## config.mk

```make
export PLATFORM = sky130hd
export DESIGN_NAME = monotone_chain_convex_hull_unit
export DESIGN_NICKNAME = d
export VERILOG_FILES = /design/src/rtl/mch_pkg.sv /design/src/rtl/mch_ram.sv /design/src/rtl/mch_front.sv /design/src/rtl/mch_back.sv /design/src/rtl/monotone_chain_convex_hull_unit.sv
export SDC_FILE = /design/constraint.sdc
export NUM_CORES = 2
export LEC_CHECK = 0
export BUFFER_PORTS_ARGS = -buffer_cell sky130_fd_sc_hd__buf_2
export CORE_UTILIZATION = 55
export DETAILED_ROUTE_END_ITERATION = 8
export HOLD_SLACK_MARGIN = 0.06
export PLACE_DENSITY = 0.75
export SLEW_MARGIN = 20
export SYNTH_ARGS = -nofsm -noshare
export SYNTH_HDL_FRONTEND = slang
export SYNTH_HIERARCHICAL = 1
export SYNTH_SLANG_ARGS = --single-unit
```

## constraint.sdc

```tcl
create_clock -name clk -period 10.85 [get_ports clk]
set_clock_uncertainty 0.1 [all_clocks]
set_input_delay 1.6275 -clock clk [delete_from_list [all_inputs] [get_ports clk]]
set_output_delay 1.6275 -clock clk [all_outputs]
set_load 0.1 [all_outputs]
```

## src/rtl/mch_pkg.sv

```systemverilog
// Package for the monotone chain convex hull unit.
// Sizes, the queued point type and the store address widths; no dependencies.
package mch_pkg;
    localparam int MAX_POINTS  = 32;
    localparam int COORD_BITS  = 16;
    localparam int STACK_DEPTH = MAX_POINTS + 1;
    localparam int FIFO_DEPTH  = 4;
    localparam int SIDX_W      = $clog2(MAX_POINTS);
    localparam int CNT_W       = $clog2(MAX_POINTS + 1);
    localparam int STK_AW      = $clog2(STACK_DEPTH);
    localparam int KW          = $clog2(STACK_DEPTH + 2);
    localparam int FIFO_AW     = $clog2(FIFO_DEPTH);
    localparam int PT_W        = 2 * COORD_BITS;

    typedef struct packed {
        logic signed [COORD_BITS-1:0] x;
        logic signed [COORD_BITS-1:0] y;
        logic                         last;
    } point_t;
endpackage

```

## src/rtl/mch_ram.sv

```systemverilog
// Generic single write port RAM with registered read.
// No dependencies.
module mch_ram #(
    parameter int WIDTH = 32,
    parameter int DEPTH = 32
) (
    input  logic                     clk,
    input  logic                     we,
    input  logic [$clog2(DEPTH)-1:0] waddr,
    input  logic [WIDTH-1:0]         wdata,
    input  logic [$clog2(DEPTH)-1:0] raddr,
    output logic [WIDTH-1:0]         rdata
);
    logic [WIDTH-1:0] mem [DEPTH];

    always_ff @(posedge clk)
    begin
        if (we)
        begin
            mem[waddr] <= wdata;
        end
        rdata <= mem[raddr];
    end
endmodule

```

## src/rtl/mch_front.sv

```systemverilog
// Front end: accepts point transactions into a short queue for the back end.
// Depends on mch_pkg.
module mch_front import mch_pkg::*; (
    input  logic                  clk,
    input  logic                  rst_n,
    input  logic                  in_valid,
    output logic                  in_stall,
    input  logic [COORD_BITS-1:0] px,
    input  logic [COORD_BITS-1:0] py,
    input  logic                  last_point,
    output logic                  q_valid,
    output point_t                q_item,
    input  logic                  q_pop
);
    point_t             buf_reg [FIFO_DEPTH];
    logic [FIFO_AW-1:0] wptr_reg, wptr_next;
    logic [FIFO_AW-1:0] rptr_reg, rptr_next;
    logic [FIFO_AW:0]   cnt_reg, cnt_next;
    logic               push;
    logic               pop;

    assign in_stall = (cnt_reg == (FIFO_AW+1)'(FIFO_DEPTH));
    assign push     = in_valid && !in_stall;
    assign q_valid  = (cnt_reg != '0);
    assign pop      = q_pop && q_valid;
    assign q_item   = buf_reg[rptr_reg];

    always_comb
    begin
        wptr_next = push ? wptr_reg + 1'b1 : wptr_reg;
        rptr_next = pop ? rptr_reg + 1'b1 : rptr_reg;
        cnt_next  = cnt_reg + (FIFO_AW+1)'(push) - (FIFO_AW+1)'(pop);
    end

    always_ff @(posedge clk)
    begin
        if (push)
        begin
            buf_reg[wptr_reg] <= '{x: px, y: py, last: last_point};
        end
    end

    always_ff @(posedge clk or negedge rst_n)
    begin
        if (!rst_n)
        begin
            wptr_reg <= '0;
            rptr_reg <= '0;
            cnt_reg  <= '0;
        end
        else
        begin
            wptr_reg <= wptr_next;
            rptr_reg <= rptr_next;
            cnt_reg  <= cnt_next;
        end
    end
endmodule

```

## src/rtl/mch_back.sv

```systemverilog
// Back end: insertion sort into the point store, monotone chain hull build
// and vertex output register. Depends on mch_pkg and mch_ram.
module mch_back import mch_pkg::*; (
    input  logic                  clk,
    input  logic                  rst_n,
    input  logic                  q_valid,
    input  point_t                q_item,
    output logic                  q_pop,
    output logic                  out_valid,
    input  logic                  out_stall,
    output logic [COORD_BITS-1:0] hull_x,
    output logic [COORD_BITS-1:0] hull_y,
    output logic                  last_vertex,
    output logic                  points_dropped
);
    localparam logic [3:0] ST_IDLE  = 4'd0;
    localparam logic [3:0] ST_SRD   = 4'd1;
    localparam logic [3:0] ST_SCMP  = 4'd2;
    localparam logic [3:0] ST_SINS  = 4'd3;
    localparam logic [3:0] ST_HRD   = 4'd4;
    localparam logic [3:0] ST_HLD   = 4'd5;
    localparam logic [3:0] ST_HMUL  = 4'd6;
    localparam logic [3:0] ST_HCHK  = 4'd7;
    localparam logic [3:0] ST_HRELD = 4'd8;
    localparam logic [3:0] ST_HPUSH = 4'd9;
    localparam logic [3:0] ST_ERD   = 4'd10;
    localparam logic [3:0] ST_EPUT  = 4'd11;

    localparam int DW = COORD_BITS + 1;
    localparam int MW = 2 * DW;

    logic [3:0]                   state_reg;
    logic [CNT_W-1:0]             count_reg;
    logic [CNT_W-1:0]             pos_reg;
    logic                         ovf_reg;
    point_t                       new_reg;
    logic [SIDX_W-1:0]            i_reg;
    logic [KW-1:0]                k_reg;
    logic [KW-1:0]                lim_reg;
    logic [KW-1:0]                j_reg;
    logic                         upper_reg;
    logic signed [COORD_BITS-1:0] t1x_reg, t1y_reg, t2x_reg, t2y_reg;
    logic signed [COORD_BITS-1:0] ptx_reg, pty_reg;
    logic signed [MW-1:0]         p1_reg, p2_reg;
    logic [COORD_BITS-1:0]        hx_reg, hy_reg;
    logic                         ov_reg, lv_reg, ovalid_reg;

    logic                         s_we;
    logic [SIDX_W-1:0]            s_waddr, s_raddr;
    logic [PT_W-1:0]              s_wdata, s_rdata;
    logic                         k_we;
    logic [STK_AW-1:0]            k_waddr, k_raddr;
    logic [PT_W-1:0]              k_wdata, k_rdata;
    logic signed [COORD_BITS-1:0] srx, sry, krx, kry;
    logic                         less;
    logic signed [DW-1:0]         ax, ay, bx, by;
    logic [CNT_W-1:0]             posm1;
    logic [KW-1:0]                kpush;
    logic                         can_load;

    assign srx = s_rdata[PT_W-1:COORD_BITS];
    assign sry = s_rdata[COORD_BITS-1:0];
    assign krx = k_rdata[PT_W-1:COORD_BITS];
    assign kry = k_rdata[COORD_BITS-1:0];
    assign less = (new_reg.x < srx) || ((new_reg.x == srx) && (new_reg.y < sry));
    assign posm1 = pos_reg - 1'b1;
    assign ax = DW'(t1x_reg) - DW'(t2x_reg);
    assign ay = DW'(t1y_reg) - DW'(t2y_reg);
    assign bx = DW'(ptx_reg) - DW'(t2x_reg);
    assign by = DW'(pty_reg) - DW'(t2y_reg);
    assign kpush = (k_reg < KW'(STACK_DEPTH)) ? k_reg + 1'b1 : k_reg;
    assign can_load = !ovalid_reg || !out_stall;
    assign q_pop = (state_reg == ST_IDLE);

    always_comb
    begin
        s_we    = 1'b0;
        s_waddr = pos_reg[SIDX_W-1:0];
        s_wdata = {new_reg.x, new_reg.y};
        s_raddr = posm1[SIDX_W-1:0];
        if (state_reg == ST_SCMP && less)
        begin
            s_we    = 1'b1;
            s_wdata = s_rdata;
        end
        if (state_reg == ST_SINS)
        begin
            s_we = 1'b1;
        end
        if (state_reg == ST_HRD)
        begin
            s_raddr = i_reg;
        end
    end

    always_comb
    begin
        k_we    = (state_reg == ST_HPUSH) && (k_reg < KW'(STACK_DEPTH));
        k_waddr = k_reg[STK_AW-1:0];
        k_wdata = {ptx_reg, pty_reg};
        k_raddr = j_reg[STK_AW-1:0];
        if (state_reg == ST_HCHK)
        begin
            k_raddr = STK_AW'(k_reg - KW'(3));
        end
    end

    mch_ram #(.WIDTH(PT_W), .DEPTH(MAX_POINTS)) u_sorted (
        .clk   (clk),
        .we    (s_we),
        .waddr (s_waddr),
        .wdata (s_wdata),
        .raddr (s_raddr),
        .rdata (s_rdata)
    );

    mch_ram #(.WIDTH(PT_W), .DEPTH(STACK_DEPTH)) u_stack (
        .clk   (clk),
        .we    (k_we),
        .waddr (k_waddr),
        .wdata (k_wdata),
        .raddr (k_raddr),
        .rdata (k_rdata)
    );

    always_ff @(posedge clk)
    begin
        if (state_reg == ST_IDLE && q_valid)
        begin
            new_reg <= q_item;
        end
        if (state_reg == ST_HLD)
        begin
            ptx_reg <= srx;
            pty_reg <= sry;
        end
        if (state_reg == ST_HMUL)
        begin
            p1_reg <= ax * by;
            p2_reg <= ay * bx;
        end
        if (state_reg == ST_HRELD)
        begin
            t2x_reg <= krx;
            t2y_reg <= kry;
        end
        if (state_reg == ST_HCHK && p1_reg <= p2_reg)
        begin
            t1x_reg <= t2x_reg;
            t1y_reg <= t2y_reg;
        end
        if (k_we)
        begin
            t2x_reg <= t1x_reg;
            t2y_reg <= t1y_reg;
            t1x_reg <= ptx_reg;
            t1y_reg <= pty_reg;
        end
        if (state_reg == ST_EPUT && can_load)
        begin
            hx_reg <= krx;
            hy_reg <= kry;
            lv_reg <= (j_reg + 1'b1 == k_reg);
            ov_reg <= ovf_reg;
        end
    end

    always_ff @(posedge clk or negedge rst_n)
    begin
        if (!rst_n)
        begin
            state_reg  <= ST_IDLE;
            count_reg  <= '0;
            pos_reg    <= '0;
            ovf_reg    <= 1'b0;
            i_reg      <= '0;
            k_reg      <= '0;
            lim_reg    <= '0;
            j_reg      <= '0;
            upper_reg  <= 1'b0;
            ovalid_reg <= 1'b0;
        end
        else
        begin
            if (ovalid_reg && !out_stall)
            begin
                ovalid_reg <= 1'b0;
            end
            unique case (state_reg)
                ST_IDLE:
                begin
                    if (q_valid)
                    begin
                        pos_reg <= count_reg;
                        if (count_reg >= CNT_W'(MAX_POINTS))
                        begin
                            ovf_reg <= 1'b1;
                            if (q_item.last)
                            begin
                                i_reg     <= '0;
                                k_reg     <= '0;
                                lim_reg   <= KW'(2);
                                upper_reg <= 1'b0;
                                state_reg <= ST_HRD;
                            end
                        end
                        else if (count_reg == '0)
                        begin
                            state_reg <= ST_SINS;
                        end
                        else
                        begin
                            state_reg <= ST_SRD;
                        end
                    end
                end
                ST_SRD:
                begin
                    state_reg <= ST_SCMP;
                end
                ST_SCMP:
                begin
                    if (less)
                    begin
                        pos_reg   <= posm1;
                        state_reg <= (posm1 == '0) ? ST_SINS : ST_SRD;
                    end
                    else
                    begin
                        state_reg <= ST_SINS;
                    end
                end
                ST_SINS:
                begin
                    count_reg <= count_reg + 1'b1;
                    if (new_reg.last)
                    begin
                        i_reg     <= '0;
                        k_reg     <= '0;
                        lim_reg   <= KW'(2);
                        upper_reg <= 1'b0;
                        state_reg <= ST_HRD;
                    end
                    else
                    begin
                        state_reg <= ST_IDLE;
                    end
                end
                ST_HRD:
                begin
                    state_reg <= ST_HLD;
                end
                ST_HLD:
                begin
                    state_reg <= (k_reg >= lim_reg) ? ST_HMUL : ST_HPUSH;
                end
                ST_HMUL:
                begin
                    state_reg <= ST_HCHK;
                end
                ST_HCHK:
                begin
                    if (p1_reg <= p2_reg)
                    begin
                        k_reg     <= k_reg - 1'b1;
                        state_reg <= (k_reg - 1'b1 >= lim_reg) ? ST_HRELD : ST_HPUSH;
                    end
                    else
                    begin
                        state_reg <= ST_HPUSH;
                    end
                end
                ST_HRELD:
                begin
                    state_reg <= ST_HMUL;
                end
                ST_HPUSH:
                begin
                    k_reg <= kpush;
                    if (!upper_reg)
                    begin
                        if (KW'(i_reg) + 1'b1 == KW'(count_reg))
                        begin
                            upper_reg <= 1'b1;
                            lim_reg   <= kpush + 1'b1;
                            if (i_reg == '0)
                            begin
                                j_reg     <= '0;
                                state_reg <= ST_ERD;
                            end
                            else
                            begin
                                i_reg     <= i_reg - 1'b1;
                                state_reg <= ST_HRD;
                            end
                        end
                        else
                        begin
                            i_reg     <= i_reg + 1'b1;
                            state_reg <= ST_HRD;
                        end
                    end
                    else if (i_reg == '0)
                    begin
                        j_reg     <= '0;
                        state_reg <= ST_ERD;
                    end
                    else
                    begin
                        i_reg     <= i_reg - 1'b1;
                        state_reg <= ST_HRD;
                    end
                end
                ST_ERD:
                begin
                    state_reg <= ST_EPUT;
                end
                ST_EPUT:
                begin
                    if (can_load)
                    begin
                        ovalid_reg <= 1'b1;
                        if (j_reg + 1'b1 == k_reg)
                        begin
                            count_reg <= '0;
                            ovf_reg   <= 1'b0;
                            state_reg <= ST_IDLE;
                        end
                        else
                        begin
                            j_reg     <= j_reg + 1'b1;
                            state_reg <= ST_ERD;
                        end
                    end
                end
                default:
                begin
                    state_reg <= ST_IDLE;
                end
            endcase
        end
    end

    assign out_valid      = ovalid_reg;
    assign hull_x         = hx_reg;
    assign hull_y         = hy_reg;
    assign last_vertex    = lv_reg;
    assign points_dropped = ov_reg;
endmodule

```

## src/rtl/monotone_chain_convex_hull_unit.sv

```systemverilog
// Top level of the monotone chain convex hull unit.
// Depends on mch_pkg, mch_front and mch_back.
//
//  channel | handshake           | payload
//  --------+---------------------+-------------------------------------------
//  in      | in_valid / in_stall | px, py, last_point
//  out     | out_valid/out_stall | hull_x, hull_y, last_vertex, points_dropped
//
// A point transaction is queued in a 4-entry queue; the store insertion reads the store
// from its end and shifts each larger point up one place through its single read port.
// The hull build reads each visited point, makes a turn test with the cross product and
// reloads the stack top per pop; each vertex is read from the stack into the output register.
// Reset clears counts and control; the stores need no clearing.
// A stalled output holds the back end; input transactions still queue.
module monotone_chain_convex_hull_unit import mch_pkg::*; (
    input  logic                  clk,
    input  logic                  rst_n,
    input  logic                  in_valid,
    output logic                  in_stall,
    input  logic [COORD_BITS-1:0] px,
    input  logic [COORD_BITS-1:0] py,
    input  logic                  last_point,
    output logic                  out_valid,
    input  logic                  out_stall,
    output logic [COORD_BITS-1:0] hull_x,
    output logic [COORD_BITS-1:0] hull_y,
    output logic                  last_vertex,
    output logic                  points_dropped
);
    logic   q_valid;
    logic   q_pop;
    point_t q_item;

    mch_front u_front (
        .clk        (clk),
        .rst_n      (rst_n),
        .in_valid   (in_valid),
        .in_stall   (in_stall),
        .px         (px),
        .py         (py),
        .last_point (last_point),
        .q_valid    (q_valid),
        .q_item     (q_item),
        .q_pop      (q_pop)
    );

    mch_back u_back (
        .clk            (clk),
        .rst_n          (rst_n),
        .q_valid        (q_valid),
        .q_item         (q_item),
        .q_pop          (q_pop),
        .out_valid      (out_valid),
        .out_stall      (out_stall),
        .hull_x         (hull_x),
        .hull_y         (hull_y),
        .last_vertex    (last_vertex),
        .points_dropped (points_dropped)
    );
endmodule

```

After elaboration in Yosys (flattened, before gate mapping)
Memories as Yosys holds them, arrays and structs flattened. A register that Yosys moved wholly into a read port is not among the register bits.
Cells that the tools add are included.
{ "totals": {"ram_bits": 2212, "register_bits": 280, "mem_count": 3, "input_bits": 37, "out_inout_bits": 36, "elab_cells": 204} }
{ "classes": {"n_mux": 84, "n_eq_ne": 28, "n_mul": 2, "magnitude_cmp": 7, "n_addsub": 18, "n_reduce_logical": 34} }
{ "mem_list": {"columns": ["name", "words", "word_bits", "read_ports", "rd_ports_with_merged_regs", "wr", "line", "source"], "rows": [
  ["u_back.u_stack.mem", 33, 32, 1, 1, 1, "mch_ram.sv:14", "logic [WIDTH-1:0] mem [DEPTH];"],
  ["u_back.u_sorted.mem", 32, 32, 1, 1, 1, "mch_ram.sv:14", null],
  ["u_front.buf_reg", 4, 33, 1, 0, 1, "mch_front.sv:15", "point_t buf_reg [FIFO_DEPTH];"]
]} }
{ "op_table": {"columns": ["operator", "n"], "rows": [
  ["$mux 6", 22],
  ["$mux 16", 8],
  ["$mul 17x17->34", 2],
  ["$sub 16x16->17", 4],
  ["$pmux 4 s12", 1],
  ["$mux 4", 11],
  ["$mux 5", 8],
  ["$pmux 6 s2", 3],
  ["$le 34x34->1", 1],
  ["$lt 16x16->1", 2],
  ["$mux 32", 1],
  ["$add 6x1->6 const B", 4],
  ["$pmux 6 s4", 1],
  ["$mux 1", 22],
  ["$pmux 6 s3", 1],
  ["$eq 16x16->1", 1],
  ["$eq 4x3->1 const B", 4],
  ["$eq 4x4->1 const B", 4],
  ["$pmux 5 s3", 1],
  ["$eq 6x6->1", 2],
  ["$ge 6x6->1", 2],
  ["$logic_not 6->1", 2],
  ["$ne 2x1->1 const B", 6],
  ["$reduce_bool 2->1", 6],
  ["other kinds (31)", 54]
]} }

Logic depth before layout (Yosys ltp)
{ "logic_depth": {"depth_word": 8, "ltp_mapped": 36} }

Modules after synthesis
The synthesis kept the hierarchy.
{ "by_module_without_submodules": {"columns": ["mod", "area_each_um2", "n_inst", "seq_area_each_um2", "cells_per_inst"], "rows": [
  ["mch_ram (u_back.u_stack)", 41776.3, 1, 32351.0, 2207],
  ["mch_ram (u_back.u_sorted)", 40492.6, 1, 31390.1, 2260],
  ["mch_back", 37450.9, 1, 7987.7, 3855],
  ["mch_front", 5283.8, 1, 4139.0, 214]
]} }

Least setup slack after synthesis
OpenSTA, ideal clock, no wires.
{ "synth_timing": {"kind": "flip-flop to flip-flop", "startpoint": "reg u_back.pty_reg[0]", "endpoint": "reg u_back.p1_reg[33] (data pin)", "path_stages_with_launch": 31, "setup_slack_ps": 2233, "required_time_ps": 10491, "arrival_time_ps": 8257, "setup_ps": 259, "period_less_slack_ps": 8617, "path_buffers": 1, "path_cell_list": "edfxtp_1 -> inv_1 -> ha_1 -> fa_1 -> nor2b_1 -> o21a_1 -> o21ai_1 -> a311oi_2 -> nor3_1 -> o41a_1 -> xor2_1 -> clkbuf_1 -> nor2_1 -> fa_1 -> fa_1 -> fa_1 -> fa_1 -> fa_1 -> inv_1 -> fa_1 -> inv_1 -> ha_1 -> a21oi_1 -> a21boi_0 -> a311oi_1 -> o211ai_1 -> a31oi_1 -> nor2b_1 -> a2111oi_0 -> o21bai_1 -> xnor2_1"} }
{ "synth_via": {"elab_chain_len": 2} }
{ "synth_lines": {"columns": ["element", "line", "source"], "rows": [
  ["start: declaration", "mch_back.sv:43", "logic signed [COORD_BITS-1:0] ptx_reg, pty_reg;"],
  ["start signal: assignment", "mch_back.sv:135", "pty_reg <= sry;"],
  ["$sub 16x16->17", "mch_back.sv:70", "assign by = DW'(pty_reg) - DW'(t2y_reg);"],
  ["$mul 17x17->34", "mch_back.sv:139", "p1_reg <= ax * by;"],
  ["end signal: assignment", "mch_back.sv:139", null],
  ["end: declaration", "mch_back.sv:44", "logic signed [MW-1:0] p1_reg, p2_reg;"]
]} }
No other way between the ends.
A chain may end at the register's enable or synchronous reset.

Worst setup path after layout
Same ends and word-level chain as after synthesis.

==> impl.org <==
** Outcome
- Outcome :: complete, no violations

** Timing
- Hold violation total from the final report :: 0
- Tightest slew margin relative to the limit :: 0.164
- Total negative slack :: 0 ps
- Setup violations remaining at the end of the flow were counted as 0.
- In the post-route analysis, the smallest setup slack over all paths is 1030 ps.
- The final-report max-slew violation count was 0.
- Static timing analysis puts the maximum clock frequency at roughly 0.10 GHz.
- Unrepaired setup endpoints after global routing :: false
- Share of the clock period used by the worst path :: 0.905
- For the pin with the worst max-slew slack, the measured transition is 1250 ps.
- The worst path needs 9820 ps of the cycle, external delays included.

** Finish
- In the final layout, the share of cells above drive strength 1 is 0.103.
- The register with the most flip-flops in the layout has 1056 of them.
- Number of fill cells :: roughly 16000
- The net count of the finished layout is 9656.
- Finished Core Util :: 0.612
- Compared with the post-synthesis result, the final layout area differs by 10.4%.
- The finished layout holds 11900 standard cells, fillers aside.

** Critical path
- Crit path largest cell delay :: approximately 760 ps
- Kind of critical path :: reg2reg
- On the critical path the largest part of the delay comes from adder cells.
- For the worst setup path, the data arrival time is 10310 ps.
- Of all nets on the critical path, the largest fanout is 35.
- The worst register-to-register path has a setup slack of 1030 ps.
- Reg2Reg Capture Point :: u_back/p1_reg[33]
- STA classifies the critical path startpoint as a flip-flop.
- Required time of the worst setup path :: 11340 ps
- Sum of buffers and inverters on the critical path :: 5
- STA classifies the critical path endpoint as a flip-flop.
- Most common cell on crit path :: fa_1
- Logic depth of the worst register-to-register path :: 31
- The startpoint identified for the worst register-to-register timing path is u_back/pty_reg[0].
- Slowest stage cell on the critical path :: xor2_1

** Yosys
- Count leader, synth :: edfxtp_1
- After synthesis, the cell types taking the most area are edfxtp_1, fa_1, mux2i_1, ha_1, inv_1.
- A synthesized cell averages 14.6 um2.
- Flip-flop cell with the highest count after synthesis :: edfxtp_1
- After synthesis the cells add up to 125000 um2.
- Count of unique library cells instantiated by Yosys :: 93
- Synth async-reset ratio :: 0.0192
- After synthesis the netlist holds a flip-flop and latch count of 2556.
- Number of flops mapped to enable cells by yosys :: 2443
- Dominant cell type by area after synthesis :: edfxtp_1
- During synthesis, Yosys emitted a total of 6 warnings.
- Syn nets :: approximately 9500
- For this run, the register share of the synthesized area comes to 0.607.
- Post-synthesis cell count :: 8536
- Portion of synthesized cell area occupied by the leading cell type :: 0.587
- Most frequent cells after synthesis :: edfxtp_1, mux2i_1, inv_1, fa_1, nand2_1

** Drt
- Number of nets with antenna violations after routing :: 0
- Wire length reported by the detailed router :: between 300000 and 400000 um
- Vias/cell :: 6.18
- Dividing the detail-routed wire length by the instance count gives 27.7 um.
- DR DRC count :: 0
- For this block, the via count after detailed routing is around 74000.
- The detailed router finished its first iteration with 8427 violations.
- Number of search-and-repair iterations in the first detailed-routing pass :: 6

** Floorplanning
- For this configuration, the core starts out at a cell density of 0.555.
- Measured along the y axis, the die boundary spans 479 um.
- For this design the top-level I/O count stands at 73.
- Die footprint :: 229000 um2
- Core footprint :: 225000 um2
- Number of standard-cell rows in the floorplan :: roughly 170
- The floorplan step set the die width to 479 um.

** Clocking
- Number of buffers created by CTS :: 241
- The clock tree synthesis step divided the H-tree into 4 levels.
- Post-CTS setup buffers :: 0
- Clock insertion delay at the later pin of the skew report :: between 900 and 1000 ps
- Once the clock tree was built, the resizer swapped 0 gates to a different size.
- Clock Path Buffers :: 3
- Clock slew seen by the registers of the worst setup and hold paths :: ~70 ps
- Hold-fix buffers at CTS :: 0
- TritonCTS clock tree :: done
- For this design, the sink count on the clock tree is 2556.
- In this run the clock root is driven by a clkbuf_16.

** Min path
- Worst Hold End :: u_back/u_stack/rdata[17]
- Worst hold stages :: 2
- The startpoint identified for the worst hold timing path is u_back/u_stack/mem[32][17].
- In this run the worst hold path is classified as reg2reg.

** GRT
- Pin count of the biggest net entering global routing :: 130
- All-layer global routing usage :: 0.287
- For met3 alone, demand over resource in global routing was 0.0534.
- The first global-routing pass estimated 481000 um of wire.
- The number of global-route vias before repair came to 74100.
- Met2 demand-to-capacity share in global routing :: 0.457
- met2 is the most crowded layer.
- For this run, global-route usage on met1 was measured as 0.387.
- The initial antenna violation count came to 18.
- For this run the aggregate overflow at the end of global routing stands at 0.

** Placement
- # placed instances :: roughly 11000
- Input and output buffers added on the ports amount to roughly 70.
- After legalization and detailed placement, the total HPWL measured 199000 um.
- At the end of routability-driven placement, the weighted congestion stood at between 0.9 and 1.
- OpenSTA, run right after detailed placement, puts the worst setup slack at between 1000 and 1500 ps.

** Flow run
- Reported max-cap violation count :: 0
## cells by family (layout without fill, tap and decap cells)
| family | Yosys count | after routing | synth area share |
|---|---|---|---|
| DFF | 2556 | 2556 | 0.607 |
| and+or+nand+nor | 1431 | 1431 | 0.0513 |
| buffers and inverters | 1155 | 1528 | 0.0400 |
| AOI/OAI and AO/OA | 1142 | 1142 | 0.0649 |
| muxes | 1131 | 1131 | 0.0947 |
| adders and majority gates | 924 | 924 | 0.128 |
| xor gates and xnor gates | 197 | 197 | 0.0139 |
| other | 0 | 10 | 0 |
## worst max-delay path by stage
stage	startpoint	to	slack, ps	depth (start not counted)
after global placement	u_back/pty_reg[2]	u_back/p1_reg[33]	1160	29
after global routing	u_back/pty_reg[0]	u_back/p1_reg[33]	570	31
after CTS	u_back/pty_reg[2]	u_back/p1_reg[33]	980	28
final	u_back/pty_reg[0]	u_back/p1_reg[33]	1030	31
after detailed placement	u_back/pty_reg[2]	u_back/p1_reg[33]	1080	28
after floorplan	u_back/pty_reg[0]	u_back/p1_reg[33]	2230	30
## layout make-up
cell class,count,area [um2],area share
clock buffer,298,6300,0.0457
antenna,10,25.0,0.000181
timing repair buffer,284,2180,0.0158
tap,2992,3740,0.0271
clock inverter,159,1970,0.0143
inverter,787,2950,0.0214
multi-input combinational,4825,44900,0.325
sequential,2556,75900,0.550
## tightest hold or removal path: stages (launching register included)
cell and delay (ps):
edfxtp_1 330, nand2_1 60, o41ai_2 40
## layer usage
layer | vias up | part of all wire
met5 | - | 0.00021
met3 | 742 | 0.097
li1 | 31500 | -
met2 | 3892 | 0.47
met4 | 10 | 0.046
met1 | 37500 | 0.39
## metrics by stage
| step | instance area [um2] | hold slack, ps |
|---|---|---|
| global route | 138000 | 352 |
| CTS | 138000 | 340 |
| global placement | 129000 | 324 |
| detailed placement | 130000 | 330 |
| floorplan | 125000 | 304 |
| finish | 138000 | 336 |
## cell usage in the layout (no fill, tap or decap), drive strengths merged, types with 33 or more instances in the layout
| master | n |
|---|---|
| a22oi | 226 |
| nor3 | 70 |
| clkbuf | 298 |
| ha | 327 |
| a221oi | 67 |
| clkinv | 111 |
| a22o | 136 |
| o21ai | 128 |
| nand2b | 60 |
| nand3 | 142 |
| mux4 | 33 |
| nor2b | 58 |
| dfxtp | 64 |
| dfrtp | 49 |
| o41ai | 37 |
| edfxtp | 2443 |
| a21oi | 286 |
| o22ai | 35 |
| mux2 | 68 |
| nor2 | 394 |
| inv | 792 |
| a21o | 42 |
| buf | 284 |
| mux2i | 1030 |
| fa | 597 |
| xor2 | 64 |
| a31oi | 48 |
| nand2 | 554 |
| bufinv | 33 |
| and2 | 39 |
| xnor2 | 132 |
Power is left out: the tool's default activity adds up to more than one toggle a clock period on the data nets, which glitch-free logic cannot reach.
